`src/rtl/rbec_pkg.sv`:
```
// ----------------------------------------------------------------------------
// rbec_pkg: shared types and helpers for the raster boundary edge counter
// Cell classes, the front-to-back queue entry and the edge scoring functions.
// ----------------------------------------------------------------------------
package rbec_pkg;

	localparam int TOTAL_W     = 26;
	localparam int ADD_W       = 4;	// per-cell edge count, 0..4
	localparam int QUEUE_DEPTH = 4;
	localparam int REG_W       = 32;

	localparam logic [15:0] BG_CODE = 16'hFC22;	// -990

	// register byte offsets, decoded on paddr[2]
	localparam logic REG_ROW_COUNT    = 1'b0;
	localparam logic REG_COLUMN_COUNT = 1'b1;

	typedef enum logic [1:0] {
		CLS_OUT = 2'd0,
		CLS_IN  = 2'd1,
		CLS_BG  = 2'd2
	} cell_class_t;

	typedef struct packed {
		logic [ADD_W-1:0] add;
		logic             frame_end;
	} edge_entry_t;

	function automatic cell_class_t classify(logic [15:0] v);
		cell_class_t c;
		if (!v[15]) begin
			c = CLS_IN;
		end else if (v == BG_CODE) begin
			c = CLS_BG;
		end else begin
			c = CLS_OUT;
		end
		return c;
	endfunction

	// does a cell of class a score an edge against neighbor class b
	function automatic logic one_side(cell_class_t a, cell_class_t b);
		return ((a == CLS_BG) && (b != CLS_BG)) || ((a == CLS_IN) && (b == CLS_OUT));
	endfunction

	function automatic logic [1:0] pair_score(cell_class_t a, cell_class_t b);
		return {1'b0, one_side(a, b)} + {1'b0, one_side(b, a)};
	endfunction

endpackage

```
`src/rtl/rbec_back.sv`:
```
// ----------------------------------------------------------------------------
// rbec_back: edge accumulator and result register
// Sums per-cell counts with saturation and posts the frame total.
// ----------------------------------------------------------------------------
module rbec_back (
	input  logic                          clk,
	input  logic                          arst_n,
	input  logic                          q_valid,
	input  rbec_pkg::edge_entry_t         head,
	output logic                          pop,
	output logic                          m_tvalid,
	input  logic                          m_tready,
	output logic [rbec_pkg::TOTAL_W-1:0]  total
);

	logic [rbec_pkg::TOTAL_W-1:0] acc_q;
	logic [rbec_pkg::TOTAL_W-1:0] total_q;
	logic                         out_valid_q;
	logic [rbec_pkg::TOTAL_W:0]   sum;
	logic [rbec_pkg::TOTAL_W-1:0] sat;
	logic                         post;

	assign pop  = q_valid && (!head.frame_end || !out_valid_q || m_tready);
	assign post = pop && head.frame_end;
	assign sum  = {1'b0, acc_q} + (rbec_pkg::TOTAL_W+1)'(head.add);
	assign sat  = sum[rbec_pkg::TOTAL_W] ? '1 : sum[rbec_pkg::TOTAL_W-1:0];

	assign m_tvalid = out_valid_q;
	assign total    = total_q;

	always_ff @(posedge clk or negedge arst_n) begin
		if (!arst_n) begin
			acc_q       <= '0;
			out_valid_q <= 1'b0;
		end else begin
			if (pop) begin
				acc_q <= head.frame_end ? '0 : sat;
			end
			if (post) begin
				out_valid_q <= 1'b1;
			end else if (m_tready) begin
				out_valid_q <= 1'b0;
			end
		end
	end

	always_ff @(posedge clk) begin
		if (post) begin
			total_q <= sat;
		end
	end

endmodule

```
`config.mk`:
```
export PLATFORM = sky130hd
export DESIGN_NAME = rbec_back
export DESIGN_NICKNAME = d
export VERILOG_FILES = /design/src/rtl/rbec_pkg.sv /design/src/rtl/rbec_back.sv
export SDC_FILE = /design/constraint.sdc
export NUM_CORES = 1
export LEC_CHECK = 0
export BUFFER_PORTS_ARGS = -buffer_cell sky130_fd_sc_hd__buf_4
export CORE_ASPECT_RATIO = 1.2
export CORE_MARGIN = 2
export CORE_UTILIZATION = 50
export CTS_CLUSTER_DIAMETER = 50
export CTS_CLUSTER_SIZE = 30
export DETAILED_ROUTE_END_ITERATION = 12
export GPL_TIMING_DRIVEN = 1
export PLACE_DENSITY = 0.72
export SLEW_MARGIN = 20
export SYNTH_ARGS = -nofsm -noshare
export SYNTH_HDL_FRONTEND = slang
export SYNTH_SLANG_ARGS = --single-unit
```
`constraint.sdc`:
```
create_clock -name clk -period 2.6 [get_ports clk]
set_input_delay 0.39 -clock clk [delete_from_list [all_inputs] [get_ports clk]]
set_output_delay 0.39 -clock clk [all_outputs]
set_load 0.05 [all_outputs]
```
; ---- Word-level counts from Yosys, hierarchy flattened
; Cells that the tools add are included.
[classes]
add_sub_neg = 1
n_mux = 4
n_reduce_logical = 7
[op_table]
columns = cell, count
row1 = 2-to-1 mux 26 bit, 2
row2 = adder 26 x 4 -> 27 bit, 1
row3 = logical AND 1 bit, 2
row4 = zero test 1 bit, 2
row5 = logical OR 1 bit, 2
row6 = 2-to-1 mux 1 bit, 2
row7 = nonzero test 2 bit, 1
[word_totals]
ff_bits = 53
out_inout_bits = 28

; ---- Longest topological paths before layout
; Gate-level depths: netlist of the first run.
[depth]
depth_word = 6
depth_mapped = 8
depth_no_buf = 7

; ---- Worst setup path before layout of the first run
; OpenSTA, ideal clock, no wires.
[synth_timing]
kind = input -> register
from = input port head[4] (netlist name)
to = register total_q (netlist bit total[20]) (data pin)
setup_ns = 0.268
t_arrival_ns = 2.023
slack_ns = 0.309
path_stages = 7
cell_sequence = ha_1 > clkbuf_1 > a21oi_1 > a2111oi_2 > nor3b_1 > xnor2_1 > nand2_1
[synth_between]
elab_chain_len = 2
[synth_rtl]
columns = item, line
row1 = "start, declared", rbec_back.sv:9  ; input rbec_pkg::edge_entry_t head,
row2 = adder 26 x 4 -> 27 bit, rbec_back.sv:25  ; assign sum = {1'b0, acc_q} + (rbec_pkg::TOTAL_W+1)'(head.add);
row3 = 2-to-1 mux 26 bit, rbec_back.sv:26  ; assign sat = sum[rbec_pkg::TOTAL_W] ? '1 : sum[rbec_pkg::TOTAL_W-1:0];
row4 = "via sat, one bit", rbec_back.sv:20  ; logic [rbec_pkg::TOTAL_W-1:0] sat;
row5 = "end signal, assigned", rbec_back.sv:49  ; total_q <= sat;
row6 = "end, declared", rbec_back.sv:17  ; logic [rbec_pkg::TOTAL_W-1:0] total_q;
; The timed path passes the listed nets, and every way through them passes these cells.
; A chain may end at the register's enable or synchronous reset.

; ---- Worst setup path after layout of the first run
[layout_timing]
from = register acc_q[10] (netlist name)
to = register total_q (netlist bit total[23]) (data pin)
[layout_between]
elab_chain_len = 2
[layout_rtl]
columns = item, line
row1 = "start, declared", rbec_back.sv:16  ; logic [rbec_pkg::TOTAL_W-1:0] acc_q;
row2 = "start signal, assigned", rbec_back.sv:37  ; acc_q <= head.frame_end ? '0 : sat;
row3 = adder 26 x 4 -> 27 bit, rbec_back.sv:25
row4 = 2-to-1 mux 26 bit, rbec_back.sv:26
row5 = "via sat, one bit", rbec_back.sv:20
; The timed path passes the listed nets, and every way through them passes these cells.

==> flow_metrics.env, run 1 <==
export IMPL_drc=0
export IMPL_place_port_buffers=36
export IMPL_startpoint="acc_q[10]"
export IMPL_grt_pass1_vias=2145
export IMPL_synth_simple_area_share_pct=22.9
export IMPL_worstPathArrival_ps=2380
export IMPL_synthAdderAreaFrac_pct=2.47
export IMPL_rr_endpoint="total[23]"
export IMPL_power_leakage_uw=0.00142
export IMPL_synth_top_area_share_pct=27.5
export IMPL_synthTopCellsByArea="edfxtp_1 28%, dfrtp_1 24%, nand2_1 4.0%"
export IMPL_dp_final_hpwl_um=4550
export IMPL_gr_usage_all_layers_pct=21.6
export IMPL_finalClockSkew_ps=3.29
export IMPL_max_freq_ghz=0.431
export IMPL_fin_util_pct=59.8
export IMPL_crit_family="simple AND/OR/NAND/NOR gates"
export IMPL_crit_fanout=7
export IMPL_synth_area_leader_cell="edfxtp_1"
export IMPL_ant_nets=0
export IMPL_cp_end_kind="flip-flop"
export IMPL_routabilityCongestion=0.916
export IMPL_critPathMaxStageDelay_ps=770
export IMPL_grt_max_degree=28
export IMPL_synth_top_family_by_area="simple AND/OR/NAND/NOR gates"
export IMPL_crit_end="total[23]"
export IMPL_dr_first_iter_drc_count=179
export IMPL_critical_path_cell_count=5
export IMPL_min_period_ps=2320
export IMPL_avgRoutedWirePerCell_um=16.4
export IMPL_relSlewSlack_pct=61.0
export IMPL_fin_setup_tns_ps=0
export IMPL_synthMuxAreaShare_pct=0.750
export IMPL_syn_area_um2=2840
export IMPL_row_count=30
export IMPL_clkLatencyLatePin_ps=300
export IMPL_netlist_instances=275
export IMPL_place_inst=375
export IMPL_cpMaxStageDelayCell="or4_1"
export IMPL_clockBufferDepth=2
export IMPL_final_max_slew_viol_count=0
export IMPL_cts_tree="built"
export IMPL_outcome="finished, violations left"
export IMPL_cp_num_buf_inv=0
export IMPL_hold_viol=6
export IMPL_drt_wl_total_um=6280
export IMPL_cp_start_kind="flip-flop"
export IMPL_root_buffer="clkbuf_8"
export IMPL_dieHeight_um=86.5
export IMPL_violations="negative hold slack"
export IMPL_die_w_um=72.8
export IMPL_postCtsSetupBuffers=0
export IMPL_layout_cells_non_filler=383
export IMPL_rrSetupSlack_ps=280
export IMPL_postSynthRegisterBits=53
export IMPL_vdd_ir_drop_max_mv=0.353
export IMPL_ys_warnings_count=0
export IMPL_total_power_uw=1930
export IMPL_synth_compound_area_share_pct=14.0
export IMPL_antenna_found_initial=0
export IMPL_dieArea_um2=6300
export IMPL_synth_xor_area_share_pct=4.94
export IMPL_finalSetupViolCount=0
export IMPL_final_nets=332
export IMPL_yosysSeqAreaShare_pct=51.3
export IMPL_pin_count=37
export IMPL_htreeDepth=2
export IMPL_avgSynthCellArea_um2=10.3
export IMPL_whs_ps=-0.743
export IMPL_finalCritPeriodShare_pct=89.3
export IMPL_routed_via_count=2258
export IMPL_ys_types=50
export IMPL_crit_reg2reg_launch="acc_q[10]"
export IMPL_crit_chain="nand4_4, or4_1, nor4_4, xnor2_1, nand2_1"
export IMPL_post_cts_resized=0
export IMPL_grt_pass1_wl_um=10500
export IMPL_worst_slew_pin_slew_ps=581
export IMPL_worst_hold_path_type="input port to asynchronous set/reset pin"
export IMPL_diodes=0
export IMPL_start_util_pct=51.1
export IMPL_area_growth_pct=17.1
export IMPL_async_reset_ff_share_pct=50.9
export IMPL_rr_worst_depth=5
export IMPL_worstSetupPathType="flip-flop to flip-flop"
export IMPL_path_clk_slew_ps=90
export IMPL_power_density_nw_per_um2=579
export IMPL_synth_edf_count=26
export IMPL_drive_gt1_share_pct=21.6
export IMPL_max_cap_viol_count=0
export IMPL_cts_sinks=53
export IMPL_core_area_um2=5560
export IMPL_hold_buffers=0
export IMPL_synth_nets=289
export IMPL_rsz0062_at_grt="false"
export IMPL_vias_per_cell=5.90
export IMPL_ys_flop_type="dfrtp_1"
export IMPL_grt_remaining_overflow=0
export IMPL_required_ps=2660
export IMPL_cts_made_buffers=5
export IMPL_first_pass_iters=4
==> sequential cells by signal, summed over array words and instances (netlist names) <==
signal	cells
acc_q	26
total	26
m_tvalid	1
==> worst min-delay path by stage <==
stage                     startpoint   endpoint
after floorplan               arst_n   acc_q[0]
after global placement        arst_n   acc_q[0]
after detailed placement      arst_n   acc_q[0]
after CTS                     arst_n  acc_q[18]
after global routing          arst_n   acc_q[7]
final                         arst_n   acc_q[0]
==> metrics by stage <==
stage	setup WS [ps]	cell area, µm²
2_1_floorplan	309	2840
3_3_place_gp	235	3240
3_5_place_dp	249	3240
4_1_cts	289	3320
5_1_grt	161	3320
6_report	279	3320
==> synthesized netlist by cell type, drive strengths merged (2+ instances only) <==
| library cell | number |
|---|---|
| nand2 | 30 |
| xor2 | 4 |
| ha | 4 |
| and3 | 7 |
| nand4b | 2 |
| nand4 | 7 |
| nand2b | 3 |
| o21ai | 11 |
| xnor2 | 12 |
| dfrtp | 27 |
| o21a | 3 |
| nor2 | 17 |
| o31ai | 3 |
| a31o | 2 |
| clkbuf | 11 |
| and4 | 6 |
| a311oi | 2 |
| nand3 | 14 |
| a31oi | 5 |
| o211ai | 3 |
| nor3 | 21 |
| buf | 4 |
| a32o | 4 |
| a41oi | 2 |
| o41ai | 3 |
| and2 | 2 |
| a21o | 2 |
| edfxtp | 26 |
| nor4 | 6 |
| a21oi | 11 |
| inv | 10 |
==> routing by layer <==
layer  GRT usage [%]  vias up  share of wire, %
li1                -     1111                 -
met1            28.9     1068                45
met2            35.3       68                49
met3            3.72       11               4.4
met4            7.74        0               2.0
met5               0        -                 0
==> power by group <==
group	total [µW]	switching [µW]	internal [µW]
Combinational	501	335	166
Sequential	977	31.1	946
Clock	447	260	187
Total	1930	626	1300
==> kinds of logic after synthesis <==
| logic type | Yosys count |
|---|---|
| AOI/OAI and AO/OA | 55 |
| xor gates and xnor gates | 16 |
| adders and majority gates | 5 |
| buffers and inverters | 26 |
| DFF | 53 |
| muxes | 2 |
| and+or+nand+nor | 118 |
==> area by class of cell <==
class / count / area [µm²]
fill: 481 / 2230
clock buffer: 6 / 72.6
sequential: 53 / 1460
inverter: 11 / 41.3
tap: 64 / 80.1
clock inverter: 2 / 10.0
timing repair buffer: 51 / 383
multi-input combinational: 196 / 1280
==> layout by cell type, fill, tap and decap left out, types with 2 or more instances in the layout <==
master / Yosys / final
dfrtp_1: 27 / 27
a21o_1: 2 / 2
nand3_1: 14 / 14
o21ai_0: 11 / 11
nor3_1: 20 / 20
nand2b_1: 3 / 3
nor4_1: 4 / 4
nand2_1: 30 / 30
and4_1: 6 / 6
nor2_1: 16 / 16
a31o_2: 2 / 2
and3_1: 7 / 7
o31ai_1: 2 / 2
edfxtp_1: 26 / 26
a311oi_1: 2 / 2
ha_1: 4 / 4
a21oi_1: 11 / 11
o211ai_1: 3 / 3
xor2_1: 4 / 4
and2_1: 2 / 2
clkbuf_8: 0 / 5
nand4_1: 5 / 5
a31oi_1: 5 / 5
o21a_1: 3 / 3
o41ai_1: 3 / 3
xnor2_1: 12 / 12
a41oi_1: 2 / 2
inv_1: 10 / 10
clkinv_2: 0 / 2
buf_4: 0 / 51
a32o_1: 4 / 4
nand4b_1: 2 / 2
(Power assumes the default switching activity.)
==> run 2, diff against run 1 <==
--- a/config.mk
+++ b/config.mk
@@ -8,12 +8,12 @@
 export BUFFER_PORTS_ARGS = -buffer_cell sky130_fd_sc_hd__buf_4
 export CORE_ASPECT_RATIO = 1.2
 export CORE_MARGIN = 2
-export CORE_UTILIZATION = 50
+export CORE_UTILIZATION = 40
 export CTS_CLUSTER_DIAMETER = 50
 export CTS_CLUSTER_SIZE = 30
 export DETAILED_ROUTE_END_ITERATION = 12
 export GPL_TIMING_DRIVEN = 1
-export PLACE_DENSITY = 0.72
+export PLACE_DENSITY = 0.6
 export SLEW_MARGIN = 20
 export SYNTH_ARGS = -nofsm -noshare
 export SYNTH_HDL_FRONTEND = slang
==> run 2 against run 1 <==
Compared with the run above:
- the flow now finishes without violations
- via count grew 0.31%
- worst setup slack about the same
- global-route usage down 3.4 points
- first-iteration DRC count fell by 18%
- combinational power is 2% lower
- cell area is 2.0% higher
- critical path type unchanged
- critical endpoint unchanged
- largest power group unchanged
==> flow_metrics.env, run 2 (synthesized netlist as in run 1, its figures left out) <==
export IMPL_relSlewSlack_pct=64.0
export IMPL_layout_commonest_cell="buf_4"
export IMPL_htreeDepth=2
export IMPL_max_freq_ghz=0.431
export IMPL_worstPathArrival_ps=2400
export IMPL_dieArea_um2=7790
export IMPL_layout_cells_non_filler=406
export IMPL_fin_util_pct=49.5
export IMPL_postCtsSetupBuffers=0
export IMPL_start_util_pct=41.4
export IMPL_row_count=33
export IMPL_vdd_ir_drop_max_mv=0.306
export IMPL_p_comb_share_pct=24.2
export IMPL_diodes=0
export IMPL_final_cell_mix="50 x buf_4, 30 x nand2_1, 27 x dfrtp_1"
export IMPL_clkLatencyLatePin_ps=310
export IMPL_grt_pass1_wl_um=10700
export IMPL_dpl_cell_area_um2=3280
export IMPL_worstSetupPathType="flip-flop to flip-flop"
export IMPL_antenna_found_initial=0
export IMPL_area_growth_pct=19.4
export IMPL_min_period_ps=2320
export IMPL_fin_area_um2=3390
export IMPL_place_port_buffers=36
export IMPL_cp_num_buf_inv=0
export IMPL_cts_sinks=53
export IMPL_dieHeight_um=96.3
export IMPL_avgRoutedWirePerCell_um=16.1
export IMPL_cts_made_buffers=5
export IMPL_critPathMaxStageDelay_ps=750
export IMPL_startpoint="acc_q[10]"
export IMPL_grt_pass1_vias=2150
export IMPL_gr_usage_all_layers_pct=18.2
export IMPL_final_max_slew_viol_count=0
export IMPL_routabilityCongestion=0.862
export IMPL_grt_max_degree=30
export IMPL_cts_tree="built"
export IMPL_final_nets=332
export IMPL_drt_wl_total_um=6530
export IMPL_drive_gt1_share_pct=21.6
export IMPL_routed_via_count=2265
export IMPL_switchingPower_uw=630
export IMPL_pin_count=37
export IMPL_vias_per_cell=5.58
export IMPL_ant_nets=0
export IMPL_place_inst=398
export IMPL_max_cap_viol_count=0
export IMPL_fin_setup_tns_ps=0
export IMPL_finalCritPeriodShare_pct=89.3
export IMPL_core_area_um2=6850
export IMPL_required_ps=2680
export IMPL_drc=0
export IMPL_first_pass_iters=4
export IMPL_worst_hold_path_type="input port to asynchronous set/reset pin"
export IMPL_total_power_uw=2020
export IMPL_finalClockSkew_ps=5.15
export IMPL_swShare_pct=31.1
export IMPL_dp_final_hpwl_um=4660
export IMPL_power_leakage_uw=0.00144
export IMPL_outcome="finished clean"
export IMPL_hold_viol=0
export IMPL_dr_first_iter_drc_count=146
export IMPL_grt_remaining_overflow=0
export IMPL_crit_chain="nand4_4, or4_1, nor4_4, xnor2_1, nand2_1"
export IMPL_p_clk_share_pct=27.5
export IMPL_path_clk_slew_ps=100
export IMPL_crit_reg2reg_launch="acc_q[10]"
export IMPL_crit_family="simple AND/OR/NAND/NOR gates"
export IMPL_cpMaxStageDelayCell="or4_1"
export IMPL_cp_start_kind="flip-flop"
export IMPL_worst_slew_pin_slew_ps=537
export IMPL_power_density_nw_per_um2=597
export IMPL_post_cts_resized=0
export IMPL_root_buffer="clkbuf_8"
export IMPL_hold_buffers=0
export IMPL_crit_fanout=7
export IMPL_p_seq_share_pct=48.3
export IMPL_clockBufferDepth=2
export IMPL_finalSetupViolCount=0
export IMPL_cp_end_kind="flip-flop"
export IMPL_internal_power_uw=1390
export IMPL_rsz0062_at_grt="false"
export IMPL_die_w_um=80.9
run 2: changes by cell type in the layout (fill, tap and decap cells not counted), sizes merged:
cell    change
bufinv      +1
clkinv      -1
run 2: layout make-up:
type                            instances  area [µm²]
Inverter                               11        41.3
Tap cell                               87         109
Multi-Input combinational cell        196        1280
Fill cell                             687        3460
Timing Repair Buffer                   51         395
Clock inverter                          2        35.0
Clock buffer                            6        72.6
Sequential cell                        53        1460
run 2: worst paths after layout:
| path | depth (start not counted) | endpoint | slack (ps) |
|---|---|---|---|
| worst max-delay path | 5 | total[23] | 280 |
| worst min-delay path | 1 | acc_q[21] | 0.8 |
| worst max register to register | 5 | total[23] | 280 |
| worst min register to register | 1 | acc_q[2] | 510 |
| max in group asynchronous | 1 | acc_q[14] | 2310 |
| min in group clk | 3 | m_tvalid | 340 |
run 2: metal layers:
metal,share of wire [%],vias to the layer above,global-route usage [%],wire length (µm)
li1,-,1112,-,-
met1,44,1092,24.0,2870
met2,50,55,31.1,3300
met3,4.3,6,2.25,280
met4,1.4,0,6.07,91
met5,0,-,0,0
run 2: through the flow:
step           setup WS [ps]  hold slack, ps
3_3_place_gp             176             347
2_1_floorplan            309            94.4
5_1_grt                  141            13.9
4_1_cts                  267           0.608
3_5_place_dp             163             347
6_report                 279           0.803
run 2: power by group through the flow:
| stage | clock, µW | combinational, µW | sequential, µW |
|---|---|---|---|
| final | 556 | 491 | 978 |
| after global routing | 602 | 533 | 987 |
| after CTS | 575 | 494 | 979 |
| after detailed placement | 0 | 494 | 997 |
| after global placement | 0 | 491 | 995 |
| after floorplan | 0 | 254 | 1080 |
