**src/rtl/rbec_pkg.sv**
```systemverilog
// ----------------------------------------------------------------------------
// rbec_pkg: shared types and helpers for the raster boundary edge counter
// Cell classes, the front-to-back queue entry and the edge scoring functions.
// ----------------------------------------------------------------------------
package rbec_pkg;

	localparam int TOTAL_W     = 26;
	localparam int ADD_W       = 4;	// per-cell edge count, 0..4
	localparam int QUEUE_DEPTH = 4;
	localparam int REG_W       = 32;

	localparam logic [15:0] BG_CODE = 16'hFC22;	// -990

	// register byte offsets, decoded on paddr[2]
	localparam logic REG_ROW_COUNT    = 1'b0;
	localparam logic REG_COLUMN_COUNT = 1'b1;

	typedef enum logic [1:0] {
		CLS_OUT = 2'd0,
		CLS_IN  = 2'd1,
		CLS_BG  = 2'd2
	} cell_class_t;

	typedef struct packed {
		logic [ADD_W-1:0] add;
		logic             frame_end;
	} edge_entry_t;

	function automatic cell_class_t classify(logic [15:0] v);
		cell_class_t c;
		if (!v[15]) begin
			c = CLS_IN;
		end else if (v == BG_CODE) begin
			c = CLS_BG;
		end else begin
			c = CLS_OUT;
		end
		return c;
	endfunction

	// does a cell of class a score an edge against neighbor class b
	function automatic logic one_side(cell_class_t a, cell_class_t b);
		return ((a == CLS_BG) && (b != CLS_BG)) || ((a == CLS_IN) && (b == CLS_OUT));
	endfunction

	function automatic logic [1:0] pair_score(cell_class_t a, cell_class_t b);
		return {1'b0, one_side(a, b)} + {1'b0, one_side(b, a)};
	endfunction

endpackage

```
**src/rtl/rbec_queue.sv**
```systemverilog
// ----------------------------------------------------------------------------
// rbec_queue: short FIFO of scored cells
// Decouples the intake side from the accumulator and result register.
// ----------------------------------------------------------------------------
module rbec_queue (
	input  logic                  clk,
	input  logic                  arst_n,
	input  logic                  push,
	input  rbec_pkg::edge_entry_t push_entry,
	output logic                  full,
	input  logic                  pop,
	output logic                  q_valid,
	output rbec_pkg::edge_entry_t head
);

	localparam int PW = $clog2(rbec_pkg::QUEUE_DEPTH);

	rbec_pkg::edge_entry_t slots_q [rbec_pkg::QUEUE_DEPTH];
	logic [PW-1:0]         wr_ptr_q;
	logic [PW-1:0]         rd_ptr_q;
	logic [PW:0]           count_q;

	assign full    = (count_q == (PW+1)'(rbec_pkg::QUEUE_DEPTH));
	assign q_valid = (count_q != '0);
	assign head    = slots_q[rd_ptr_q];

	always_ff @(posedge clk) begin
		if (push) begin
			slots_q[wr_ptr_q] <= push_entry;
		end
	end

	always_ff @(posedge clk or negedge arst_n) begin
		if (!arst_n) begin
			wr_ptr_q <= '0;
			rd_ptr_q <= '0;
			count_q  <= '0;
		end else begin
			if (push) begin
				wr_ptr_q <= wr_ptr_q + 1'b1;
			end
			if (pop) begin
				rd_ptr_q <= rd_ptr_q + 1'b1;
			end
			unique case ({push, pop})
				2'b10:   count_q <= count_q + 1'b1;
				2'b01:   count_q <= count_q - 1'b1;
				default: count_q <= count_q;
			endcase
		end
	end

endmodule

```
**config.mk**
```make
export PLATFORM = sky130hd
export DESIGN_NAME = rbec_queue
export DESIGN_NICKNAME = d
export VERILOG_FILES = /design/src/rtl/rbec_pkg.sv /design/src/rtl/rbec_queue.sv
export SDC_FILE = /design/constraint.sdc
export NUM_CORES = 1
export LEC_CHECK = 0
export ABC_CLOCK_PERIOD_IN_PS = 1600
export BUFFER_PORTS_ARGS = -buffer_cell sky130_fd_sc_hd__clkbuf_2
export CAP_MARGIN = 20
export CORE_ASPECT_RATIO = 1.75
export CORE_MARGIN = 10
export CORE_UTILIZATION = 35
export CTS_BUF_LIST = sky130_fd_sc_hd__clkbuf_2
export CTS_CLUSTER_DIAMETER = 30
export DETAILED_ROUTE_END_ITERATION = 8
export PLACE_DENSITY = 0.66
export SLEW_MARGIN = 10
export SYNTH_ARGS = -nofsm -noshare
export SYNTH_HDL_FRONTEND = slang
export SYNTH_SLANG_ARGS = --single-unit
```
**constraint.sdc**
```tcl
create_clock -name clk -period 1.6 [get_ports clk]
set_clock_uncertainty 0.2 [all_clocks]
set_input_delay 0.16 -clock clk [delete_from_list [all_inputs] [get_ports clk]]
set_output_delay 0.16 -clock clk [all_outputs]
set_load 0.01 [all_outputs]
```
# Word level (Yosys, flattened, before mapping)

Memory sizes are Yosys's and may differ from the RTL's.
Cells that the tools add are included.

Add/subtract/negate cells: 4
Equality and inequality tests: 3
Multiplexer cells: 3
Reductions and logical operators: 2

Operator list:

| operator                                          | count |
|---|---|
| case mux 3 bit (2 select lines)                   | 1 |
| adder 2 x 1 -> 2 bit (second input constant)      | 2 |
| adder 3 x 1 -> 3 bit (second input constant)      | 1 |
| == test 3 bit (second input constant)             | 1 |
| nonzero test 3 bit                                | 1 |
| subtractor 3 x 1 -> 3 bit (second input constant) | 1 |
| == test 2 x 1 -> 1 bit (second input constant)    | 1 |
| == test 2 bit (second input constant)             | 1 |
| 2-to-1 mux 1 bit                                  | 2 |
| nonzero test 2 bit                                | 1 |

Flip-flop bits (word level): 7
RAM bits: 20
Input port bits: 9
Output and inout bits: 7
Logic and storage cells: 16
Memories: 1

Memories:

| memory  | words | bits a word | read ports | clocked after memory_dff | wr ports | RTL line         | source |
|---|---|---|---|---|---|---|---|
| slots_q | 4     | 5           | 1          | 0                        | 1        | rbec_queue.sv:18 | `rbec_pkg::edge_entry_t slots_q [rbec_pkg::QUEUE_DEPTH];` |

# Depth between registers and ports, before layout

Gate-level depths: netlist (run 1).

Depth after elaboration: 2
Mapped depth: 6
Gate-level depth less buffers: 6

# Worst setup path after synthesis (run 1)

Ideal clock, no wire load.

Path type: flip-flop to flip-flop
From: reg count_q[0]
To: reg count_q[2]
Library setup time: 0.125 ns
Data arrival time: 1.155 ns
Data required time: 1.275 ns
Slack: 0.120 ns
Cell stages (with the launch flop): 5
Path buffers: 0
Period minus slack after synthesis: 1.480 ns
Path through: dfrtp_1 -> fa_1 -> xnor2_1 -> nor2_1 -> xor2_1

Word-level cells in the longest chain between the ends: 2
Elaborated cells between the ends (all ways): 3
Classes of those cells: add/sub (2); mux (1)

Ends and longest elaborated chain:

| element                                                           | RTL line                           | source |
|---|---|---|
| from (decl)                                                       | rbec_queue.sv:21                   | `logic [PW:0] count_q;` |
| from (signal assigned)                                            | rbec_queue.sv:46                   | `2'b10: count_q <= count_q + 1'b1;` |
| from (signal assigned)                                            | rbec_queue.sv:47                   | `2'b01: count_q <= count_q - 1'b1;` |
| from (signal assigned)                                            | rbec_queue.sv:48                   | `default: count_q <= count_q;` |
| subtractor 3 x 1 -> 3 bit or adder 3 x 1 -> 3 bit (tied branches) | rbec_queue.sv:47, rbec_queue.sv:46 |  |
| case mux 3 bit (2 select lines) (*)                               | rbec_queue.sv:45                   | `unique case ({push, pop})` |

Every way passes the cells marked *; elsewhere a longest branch is shown, timed or not.
A chain may end at the register's enable or synchronous reset.

==> results of run 1 <==
-- synth_stat cells (all sizes together) --
cell type and instances:
nor2 1, fa 1, or3 1, nand2 2
inv 3, xnor2 3, ha 5, and2 4
nor3b 1, mux4 5, o21ai 1, buf 1
edfxtp 20, xor2 3, clkbuf 1, dfrtp 7
mux2 1
-- layout make-up --
cell class	instances	share of cell area [%]
clock buffer	4	1.42
multi-input combinational	28	23.2
sequential	27	55.1
inverter	3	0.799
tap	43	3.82
timing repair buffer	30	15.6
-- what timing repair did --
action,4_1_cts,5_1_grt
endpoints found under the setup margin,8,9
pin swaps,4,2
gates cloned,0,0
setup buffers,2,1
resized for setup,5,5
hold buffers,9,2
hold endpoints to repair,32,2
-- worst register-to-register path, cell delays in order (launching register included) --
cell and delay [ns]:
dfrtp_1 0.45, buf_6 0.12, fa_2 0.33, xnor2_1 0.13
nor2_1 0.15, xor2_1 0.19
-- cell families after synthesis --
| kind of cell | after synthesis | share of synthesized area [%] |
|---|---|---|
| DFF | 27 | 69.5 |
| buffers and inverters | 5 | 2.35 |
| adders and majority gates | 6 | 7.40 |
| and+or+nand+nor | 9 | 4.48 |
| xor gates and xnor gates | 6 | 4.71 |
| AOI/OAI and AO/OA | 1 | 0.448 |
| muxes | 6 | 11.1 |
-- power by group through the flow --
stage / clock [mW] / combinational, mW / sequential (mW)
2_1_floorplan: 0 / 0.530 / 1.04
3_5_place_dp: 0 / 0.682 / 1.13
6_report: 0.248 / 0.778 / 1.11
4_1_cts: 0.258 / 0.771 / 1.11
3_3_place_gp: 0 / 0.672 / 1.11
5_1_grt: 0.276 / 0.874 / 1.14
-- sequential cells by signal, indices dropped and copies added (netlist names) --
signal	cells
count_q	3
rd_ptr_q	2
slots_q	20
wr_ptr_q	2
-- per-layer routing --
layer  up-vias  global-route usage [%]
li1        286                       -
met1       282                    5.45
met2        13                    12.9
met3         4                    1.78
met4         0                    3.93
met5         -                       0
-- metrics by stage --
step | setup WS (ns) | power (mW) | hold WS (ns) | cells | util, %
5_1_grt | -0.385 | 2.29 | 0.0369 | 135 | 45.4
3_5_place_dp | -0.0402 | 1.81 | -0.188 | 119 | 40.3
6_report | -0.281 | 2.13 | 0.0609 | 135 | 45.4
2_1_floorplan | 0.120 | 1.57 | -0.336 | 60 | -
3_3_place_gp | 0.0147 | 1.78 | -0.188 | 119 | 40.3
4_1_cts | -0.321 | 2.14 | 0.0138 | 134 | 44.8
-- final timing paths --
| kind | end | cells after the start | slack (ns) |
|---|---|---|---|
| min reg2reg | count_q[2]$_DFFE_PN0P_ | 1 | 0.31 |
| max reg2reg | count_q[2]$_DFFE_PN0P_ | 5 | -0.02 |
| min in group asynchronous | wr_ptr_q[1]$_DFFE_PN0P_ | 3 | 0.53 |
| max | head[3] | 2 | -0.28 |
| max in group asynchronous | rd_ptr_q[0]$_DFFE_PN0P_ | 3 | 0.40 |
| min | count_q[1]$_DFFE_PN0P_ | 3 | 0.06 |
==> results.sh, run 1 <==
export IMPL_status="complete, but fails checks"
export IMPL_failed_checks="negative setup slack"
export IMPL_cts_tree="built"
export IMPL_mostFrequentLayoutCell="edfxtp_1"
export IMPL_p_clk_share_pct=11.6
export IMPL_htreeDepth=1
export IMPL_dieHeight_um=94.7
export IMPL_rows=27
export IMPL_wirelength_mm=1.84
export IMPL_drt_iter0_drc=4
export IMPL_yosysSeqAreaShare_pct=69.5
export IMPL_grt_pass1_vias=656
export IMPL_min_from="pop"
export IMPL_routed_via_density=4.33
export IMPL_drt_first_pass_iters=2
export IMPL_hp_class="primary input to flip-flop"
export IMPL_wl_met2_mm=1.08
export IMPL_grt_overflow=0
export IMPL_final_area_um2=1410
export IMPL_drive_gt1_share_pct=37.0
export IMPL_n_antenna_cell=0
export IMPL_syn2layout_area_growth_pct=26.3
export IMPL_crit_chain="mux4_2, buf_2"
export IMPL_via_count=585
export IMPL_yosys_warnings=0
export IMPL_crit_start="rd_ptr_q[0]$_DFFE_PN0P_"
export IMPL_cp_top_family="flip-flops"
export IMPL_synthTopCellsByArea="edfxtp_1 (54%), dfrtp_1 (16%), mux4_2 (10%)"
export IMPL_finalHoldViolations=0
export IMPL_clk_path_buf_depth=2
export IMPL_io_buffers=15
export IMPL_num_fill_cells=311
export IMPL_cap_violations=0
export IMPL_ant_nets=0
export IMPL_met1_length_um=640
export IMPL_r2r_start="count_q[0]$_DFFE_PN0P_"
export IMPL_pwr_share_seq_pct=51.9
export IMPL_placed_cell_area_um2=1250
export IMPL_cp_end_kind="output pin"
export IMPL_die_area_um2=5940
export IMPL_setup_viol=7
export IMPL_die_x_um=62.7
export IMPL_dp_hpwl_mm=1.38
export IMPL_setup_tns_ns=-1.54
export IMPL_powerDensity_nw_per_um2=1510
export IMPL_synth_top_cell_by_area="edfxtp_1"
export IMPL_netlist_area_um2=1120
export IMPL_syn_nets=75
export IMPL_pin_count=16
export IMPL_comb_power_share_pct=36.5
export IMPL_cts_buffers=3
export IMPL_cts_sinks=27
export IMPL_top_layer_used="met4"
export IMPL_final_nets=108
export IMPL_cell_internal_pwr_mw=1.47
export IMPL_min_period_over_period_pct=118
export IMPL_start_util_pct=35.9
export IMPL_most_common_layout_cells="edfxtp_1 (20), clkbuf_2 (17), dlygate4sd3_1 (10), dfrtp_1 (6), mux4_2 (5)"
export IMPL_gp_congestion=0.647
export IMPL_worstSkewPairLatency_ns=0.33
export IMPL_cts_root_buffer="clkbuf_2"
export IMPL_clkSlewWorstSetupHoldPaths_ns=0.22
export IMPL_cp_required_ns=1.24
export IMPL_path_buf_inv=1
export IMPL_max_slew_margin_rel_pct=76.6
export IMPL_core_um2=3110
export IMPL_p_sw_share_pct=30.9
export IMPL_synth_top_cell_area_share_pct=53.8
export IMPL_grt_use_total_pct=6.46
export IMPL_drcViolationCount=0
export IMPL_route_met3_wl_um=80
export IMPL_worst_setup_path_type="flip-flop to output pin"
export IMPL_synth_avg_cell_area_um2=18.6
export IMPL_rsz0062_at_grt="true"
export IMPL_post_drt_wl_per_cell_um=13.7
export IMPL_multi_input_area_um2=328
export IMPL_power_switching_mw=0.659
export IMPL_worst_path_max_delay_cell="dfrtp_2"
export IMPL_ys_types=17
export IMPL_seqCellArea_um2=777
export IMPL_leakagePower_nw=0.555
export IMPL_critPathMaxFanout=6
export IMPL_grt_max_degree=15
export IMPL_layout_setup_ws_ns=-0.281
export IMPL_yosys_register_bits=27
export IMPL_critical_path_max_stage_delay_ns=0.52
export IMPL_antenna_found_initial=0
export IMPL_maxSlewViolCount=0
export IMPL_synthCells=60
export IMPL_max_freq_ghz=0.532
export IMPL_cp_arrival_ns=1.52
export IMPL_tightest_slew_ns=0.349
export IMPL_vdd_drop_max_mv=0.839
export IMPL_grt_first_pass_wirelength_mm=2.99
export IMPL_fin_crit_ns=1.88
export IMPL_start_kind="flip-flop"
(Power assumes the default switching activity.)
==> run 2, diff against run 1 <==
Settings changed: BUFFER_PORTS_ARGS -buffer_cell sky130_fd_sc_hd__clkbuf_2 to -buffer_cell sky130_fd_sc_hd__buf_2, CORE_UTILIZATION 35 to 43, PLACE_DENSITY 0.66 to 0.76.
==> run 2 against run 1 <==
The flow still finishes with violations (negative setup slack); highest routed layer unchanged; sequential power about the same; largest cell class unchanged; count of clock-buffer cells in the layout is the same; first-iteration DRC count rose by 130%; sequential cell count did not move; setup slack worse by 0.029 ns; die area decreased by 14%; non-clock buffer count down 1; power rose by 3.0%; combinational power rose by 8.2%; global-route usage is 1.1 points higher; utilization rose by 11 points; clock power grew 3%.
==> results.sh, run 2 (synthesized netlist as in run 1, its figures left out) <==
export IMPL_grtUsageMet3_pct=1.90
export IMPL_grt_use_total_pct=7.56
export IMPL_max_freq_ghz=0.523
export IMPL_top_usage_layer="met2"
export IMPL_grt_first_pass_wirelength_mm=3.01
export IMPL_cts_tree="built"
export IMPL_setup_viol=8
export IMPL_comb_power_share_pct=38.3
export IMPL_ant_nets=0
export IMPL_start_kind="flip-flop"
export IMPL_cts_buffers=3
export IMPL_dp_cells=101
export IMPL_p_clk_share_pct=11.6
export IMPL_cell_internal_pwr_mw=1.52
export IMPL_finalHoldViolations=0
export IMPL_syn2layout_area_growth_pct=25.4
export IMPL_fin_crit_ns=1.91
export IMPL_pwr_share_seq_pct=50.0
export IMPL_power_switching_mw=0.675
export IMPL_cap_violations=0
export IMPL_top_regs="slots_q: 20 flops, count_q: 3 flops"
export IMPL_cp_required_ns=1.24
export IMPL_crit_chain="mux4_2, buf_6"
export IMPL_drt_iter0_drc=9
export IMPL_cts_root_buffer="clkbuf_2"
export IMPL_whs_ns=0.0310
export IMPL_grt_max_degree=15
export IMPL_n_antenna_cell=0
export IMPL_routed_via_density=4.94
export IMPL_critical_path_max_stage_delay_ns=0.54
export IMPL_clkSlewWorstSetupHoldPaths_ns=0.24
export IMPL_cp_arrival_ns=1.55
export IMPL_min_period_over_period_pct=119
export IMPL_cp_end_kind="output pin"
export IMPL_final_area_um2=1400
export IMPL_grt_use_met1_pct=7.81
export IMPL_cts_sinks=27
export IMPL_dieHeight_um=87.4
export IMPL_drive_gt1_share_pct=39.6
export IMPL_largest_reg_flops=20
export IMPL_critPathMaxFanout=6
export IMPL_wirelength_mm=1.78
export IMPL_via_count=578
export IMPL_start_util_pct=44.8
export IMPL_mostFrequentLayoutCell="edfxtp_1"
export IMPL_post_drt_wl_per_cell_um=15.2
export IMPL_failed_checks="negative setup slack"
export IMPL_rsz0062_at_grt="true"
export IMPL_finalNonFillerCells=117
export IMPL_core_um2=2490
export IMPL_antenna_found_initial=0
export IMPL_die_x_um=58.5
export IMPL_fin_util_pct=56.2
export IMPL_htreeDepth=1
export IMPL_use_met2_pct=13.4
export IMPL_gp_congestion=0.735
export IMPL_min_from="push"
export IMPL_r2r_start="count_q[0]$_DFFE_PN0P_"
export IMPL_top_register="slots_q"
export IMPL_vdd_drop_max_mv=0.941
export IMPL_leakagePower_nw=0.553
export IMPL_clk_path_buf_depth=2
export IMPL_powerDensity_nw_per_um2=1570
export IMPL_rows=24
export IMPL_final_nets=107
export IMPL_grt_pass1_vias=621
export IMPL_layout_setup_ws_ns=-0.310
export IMPL_worst_path_max_delay_cell="mux4_2"
export IMPL_io_buffers=15
export IMPL_most_common_layout_cells="edfxtp_1 (20), buf_2 (12), dlygate4sd3_1 (9), dfrtp_1 (6), mux4_2 (5)"
export IMPL_drt_first_pass_iters=4
export IMPL_crit_start="rd_ptr_q[0]$_DFFE_PN0P_"
export IMPL_max_slew_margin_rel_pct=78.2
export IMPL_worstSkewPairLatency_ns=0.35
export IMPL_grt_overflow=0
export IMPL_num_fill_cells=205
export IMPL_die_area_um2=5110
export IMPL_worst_setup_path_type="flip-flop to output pin"
export IMPL_p_sw_share_pct=30.8
export IMPL_status="complete, but fails checks"
export IMPL_drcViolationCount=0
export IMPL_dp_hpwl_mm=1.35
export IMPL_pin_count=16
export IMPL_maxSlewViolCount=0
export IMPL_hp_class="primary input to flip-flop"
export IMPL_tightest_slew_ns=0.326
export IMPL_placed_cell_area_um2=1220
-- run 2: critical path: cells and delay by family (launching register included) --
family | cells | cell delay [ns]
multiplexers | 1 | 0.54
flip-flops | 1 | 0.53
buffers and inverters | 1 | 0.14
-- run 2: cell type report --
class                      instances  area (um^2)  area share, %
inverter                           3         11.3          0.804
tap                               26         32.5           2.32
sequential                        27          777           55.5
multi-input combinational         28          334           23.9
clock buffer                       4         20.0           1.43
timing repair buffer              29          225           16.1
-- run 2: path summary, 6_finish.rpt --
check | endpoint | slack [ns] | cells past startpoint
setup / recovery | head[3] | -0.31 | 2
hold reg to reg | wr_ptr_q[0]$_DFFE_PN0P_ | 0.35 | 1
hold / removal | count_q[0]$_DFFE_PN0P_ | 0.03 | 4
setup reg to reg | count_q[2]$_DFFE_PN0P_ | 0.04 | 5
max in group asynchronous | rd_ptr_q[0]$_DFFE_PN0P_ | 0.43 | 3
min in group asynchronous | count_q[0]$_DFFE_PN0P_ | 0.52 | 3
-- run 2: what timing repair did --
item,in CTS,in global routing
pin swaps,1,4
hold buffers,9,1
resized for setup,3,7
buffers inserted,3,0
endpoints found under the setup margin,6,9
endpoints found under the hold margin,32,3
-- run 2: per-layer routing --
layer / up-vias / part of all wire (%)
met5: - / 0
met4: 0 / 1.9
met3: 4 / 4.2
met2: 12 / 54
met1: 279 / 39
li1: 283 / -
-- run 2: power groups by stage --
| stage | Sequential, mW | Clock, mW | Combinational, mW |
|---|---|---|---|
| after floorplan | 1.04 | 0 | 0.530 |
| after global placement | 1.12 | 0 | 0.628 |
| after detailed placement | 1.14 | 0 | 0.665 |
| after CTS | 1.11 | 0.261 | 0.785 |
| after global routing | 1.14 | 0.289 | 0.925 |
| final | 1.10 | 0.255 | 0.842 |
-- run 2: per-stage QoR --
step / worst slack (ns) / power, mW / setup TNS [ns]
3_5_place_dp: -0.0249 / 1.80 / -0.0755
3_3_place_gp: 0.0134 / 1.75 / 0
4_1_cts: -0.348 / 2.15 / -2.06
5_1_grt: -0.412 / 2.35 / -2.60
2_1_floorplan: 0.120 / 1.57 / 0
6_report: -0.310 / 2.20 / -1.92
==> run 3, diff against run 2 <==
Settings changed: PLACE_DENSITY 0.76 to 0.65.
==> run 3 against run 2 <==
The flow still finishes with violations (negative setup slack); utilization increased by 1.5 points; maximum frequency shrank 0.57%; global-route usage grew 0.26 points; highest routed layer unchanged.
==> results.sh, run 3 (synthesized netlist as in run 1, its figures left out) <==
export IMPL_grt_max_degree=15
export IMPL_die_area_um2=5110
export IMPL_htreeDepth=1
export IMPL_pwr_share_seq_pct=48.8
export IMPL_wirelength_mm=1.95
export IMPL_min_from="pop"
export IMPL_placed_cell_area_um2=1230
export IMPL_multi_input_area_um2=335
export IMPL_worstSkewPairLatency_ns=0.34
export IMPL_post_place_ws_ns=-0.0208
export IMPL_powerDensity_nw_per_um2=1590
export IMPL_via_count=586
export IMPL_rsz0062_at_grt="true"
export IMPL_drt_iter0_drc=16
export IMPL_setup_viol=9
export IMPL_num_fill_cells=192
export IMPL_grt_pass1_vias=662
export IMPL_power_switching_mw=0.705
export IMPL_pin_count=16
export IMPL_max_slew_margin_rel_pct=78.2
export IMPL_min_period_over_period_pct=120
export IMPL_n_antenna_cell=0
export IMPL_gp_congestion=0.805
export IMPL_whs_path_depth=3
export IMPL_cts_root_buffer="clkbuf_2"
export IMPL_mostFrequentLayoutCell="edfxtp_1"
export IMPL_syn2layout_area_growth_pct=28.8
export IMPL_status="complete, but fails checks"
export IMPL_ant_nets=0
export IMPL_leakagePower_nw=0.575
export IMPL_final_area_um2=1440
export IMPL_cp_end_kind="output pin"
export IMPL_fin_crit_ns=1.92
export IMPL_seqCellArea_um2=777
export IMPL_whs_ns=0.0544
export IMPL_critPathMaxFanout=6
export IMPL_layout_setup_ws_ns=-0.321
export IMPL_post_drt_wl_per_cell_um=16.2
export IMPL_tightest_slew_ns=0.326
export IMPL_r2r_start="count_q[0]$_DFFE_PN0P_"
export IMPL_core_um2=2490
export IMPL_p_sw_share_pct=30.8
export IMPL_clk_path_buf_depth=2
export IMPL_clkSlewWorstSetupHoldPaths_ns=0.25
export IMPL_hp_class="primary input to flip-flop"
export IMPL_dieHeight_um=87.4
export IMPL_drcViolationCount=0
export IMPL_die_x_um=58.5
export IMPL_comb_power_share_pct=40.0
export IMPL_max_freq_ghz=0.520
export IMPL_cts_sinks=27
export IMPL_rows=24
export IMPL_drt_first_pass_iters=4
export IMPL_top_regs="slots_q: 20 flops, count_q: 3 flops"
export IMPL_start_kind="flip-flop"
export IMPL_cell_internal_pwr_mw=1.58
export IMPL_r2r_setup_slack_ns=-0.13
export IMPL_cp_arrival_ns=1.56
export IMPL_reg2reg_depth=6
export IMPL_failed_checks="negative setup slack"
export IMPL_final_nets=110
export IMPL_largest_reg_flops=20
export IMPL_cts_buffers=3
export IMPL_antenna_found_initial=0
export IMPL_drive_gt1_share_pct=39.4
export IMPL_routed_via_density=4.88
export IMPL_vdd_drop_max_mv=1.00
export IMPL_design_power_total_mw=2.29
export IMPL_finalHoldViolations=0
export IMPL_cts_tree="built"
export IMPL_worst_setup_path_type="flip-flop to output pin"
export IMPL_cp_required_ns=1.24
export IMPL_dp_hpwl_mm=1.36
export IMPL_maxSlewViolCount=0
export IMPL_grt_first_pass_wirelength_mm=3.08
export IMPL_p_clk_share_pct=11.2
export IMPL_top_register="slots_q"
export IMPL_most_common_layout_cells="edfxtp_1 (20), buf_2 (12), dlygate4sd3_1 (10), buf_6 (7), dfrtp_1 (6)"
export IMPL_start_util_pct=44.8
export IMPL_cap_violations=0
export IMPL_grt_use_total_pct=7.82
export IMPL_crit_start="rd_ptr_q[0]$_DFFE_PN0P_"
export IMPL_grt_overflow=0
export IMPL_io_buffers=15
-- run 3: timing repair --
item                                    in CTS  in global routing
hold buffers                                 9                  2
buffers inserted                             2                  2
pin swaps                                    0                  5
resized for setup                            3                 10
endpoints found under the setup margin       7                  9
endpoints found under the hold margin       32                  2
-- run 3: routing by layer --
layer	part of all wire, %	global-route usage, %
met5	0	0
met4	0.97	3.86
met3	4.0	2.05
met2	55	14.3
met1	40	7.71
-- run 3: critical path, cell delays in order, from the launching register on --
cell and delay (ns):
dfrtp_2 0.54, mux4_2 0.54, buf_6 0.14
-- run 3: power groups by stage --
stage          sequential (mW)  combinational, mW  clock (mW)
2_1_floorplan             1.04              0.530           0
3_3_place_gp              1.12              0.662           0
3_5_place_dp              1.13              0.680           0
4_1_cts                   1.11              0.755       0.261
5_1_grt                   1.14               1.01       0.287
6_report                  1.12              0.916       0.256
-- run 3: layout make-up --
type,count,share of cell area (%)
tap,26,2.26
sequential,27,54.0
clock buffer,4,1.39
timing repair buffer,32,18.2
inverter,3,0.783
multi-input combinational,28,23.3
-- run 3: per-stage QoR --
stage	TNS [ns]	utilization [%]	std cells
2_1_floorplan	0	-	60
3_3_place_gp	0	49.4	102
3_5_place_dp	-0.0865	49.4	102
4_1_cts	-2.12	54.8	117
5_1_grt	-2.64	57.7	120
6_report	-2.04	57.7	120
-- run 3: path summary, 6_finish.rpt --
check                                           to
min in group asynchronous   count_q[1]$_DFFE_PN0P_
hold / removal              count_q[1]$_DFFE_PN0P_
hold reg to reg             count_q[2]$_DFFE_PN0P_
setup reg to reg            count_q[2]$_DFFE_PN0P_
setup / recovery                           head[4]
max in group asynchronous  rd_ptr_q[0]$_DFFE_PN0P_
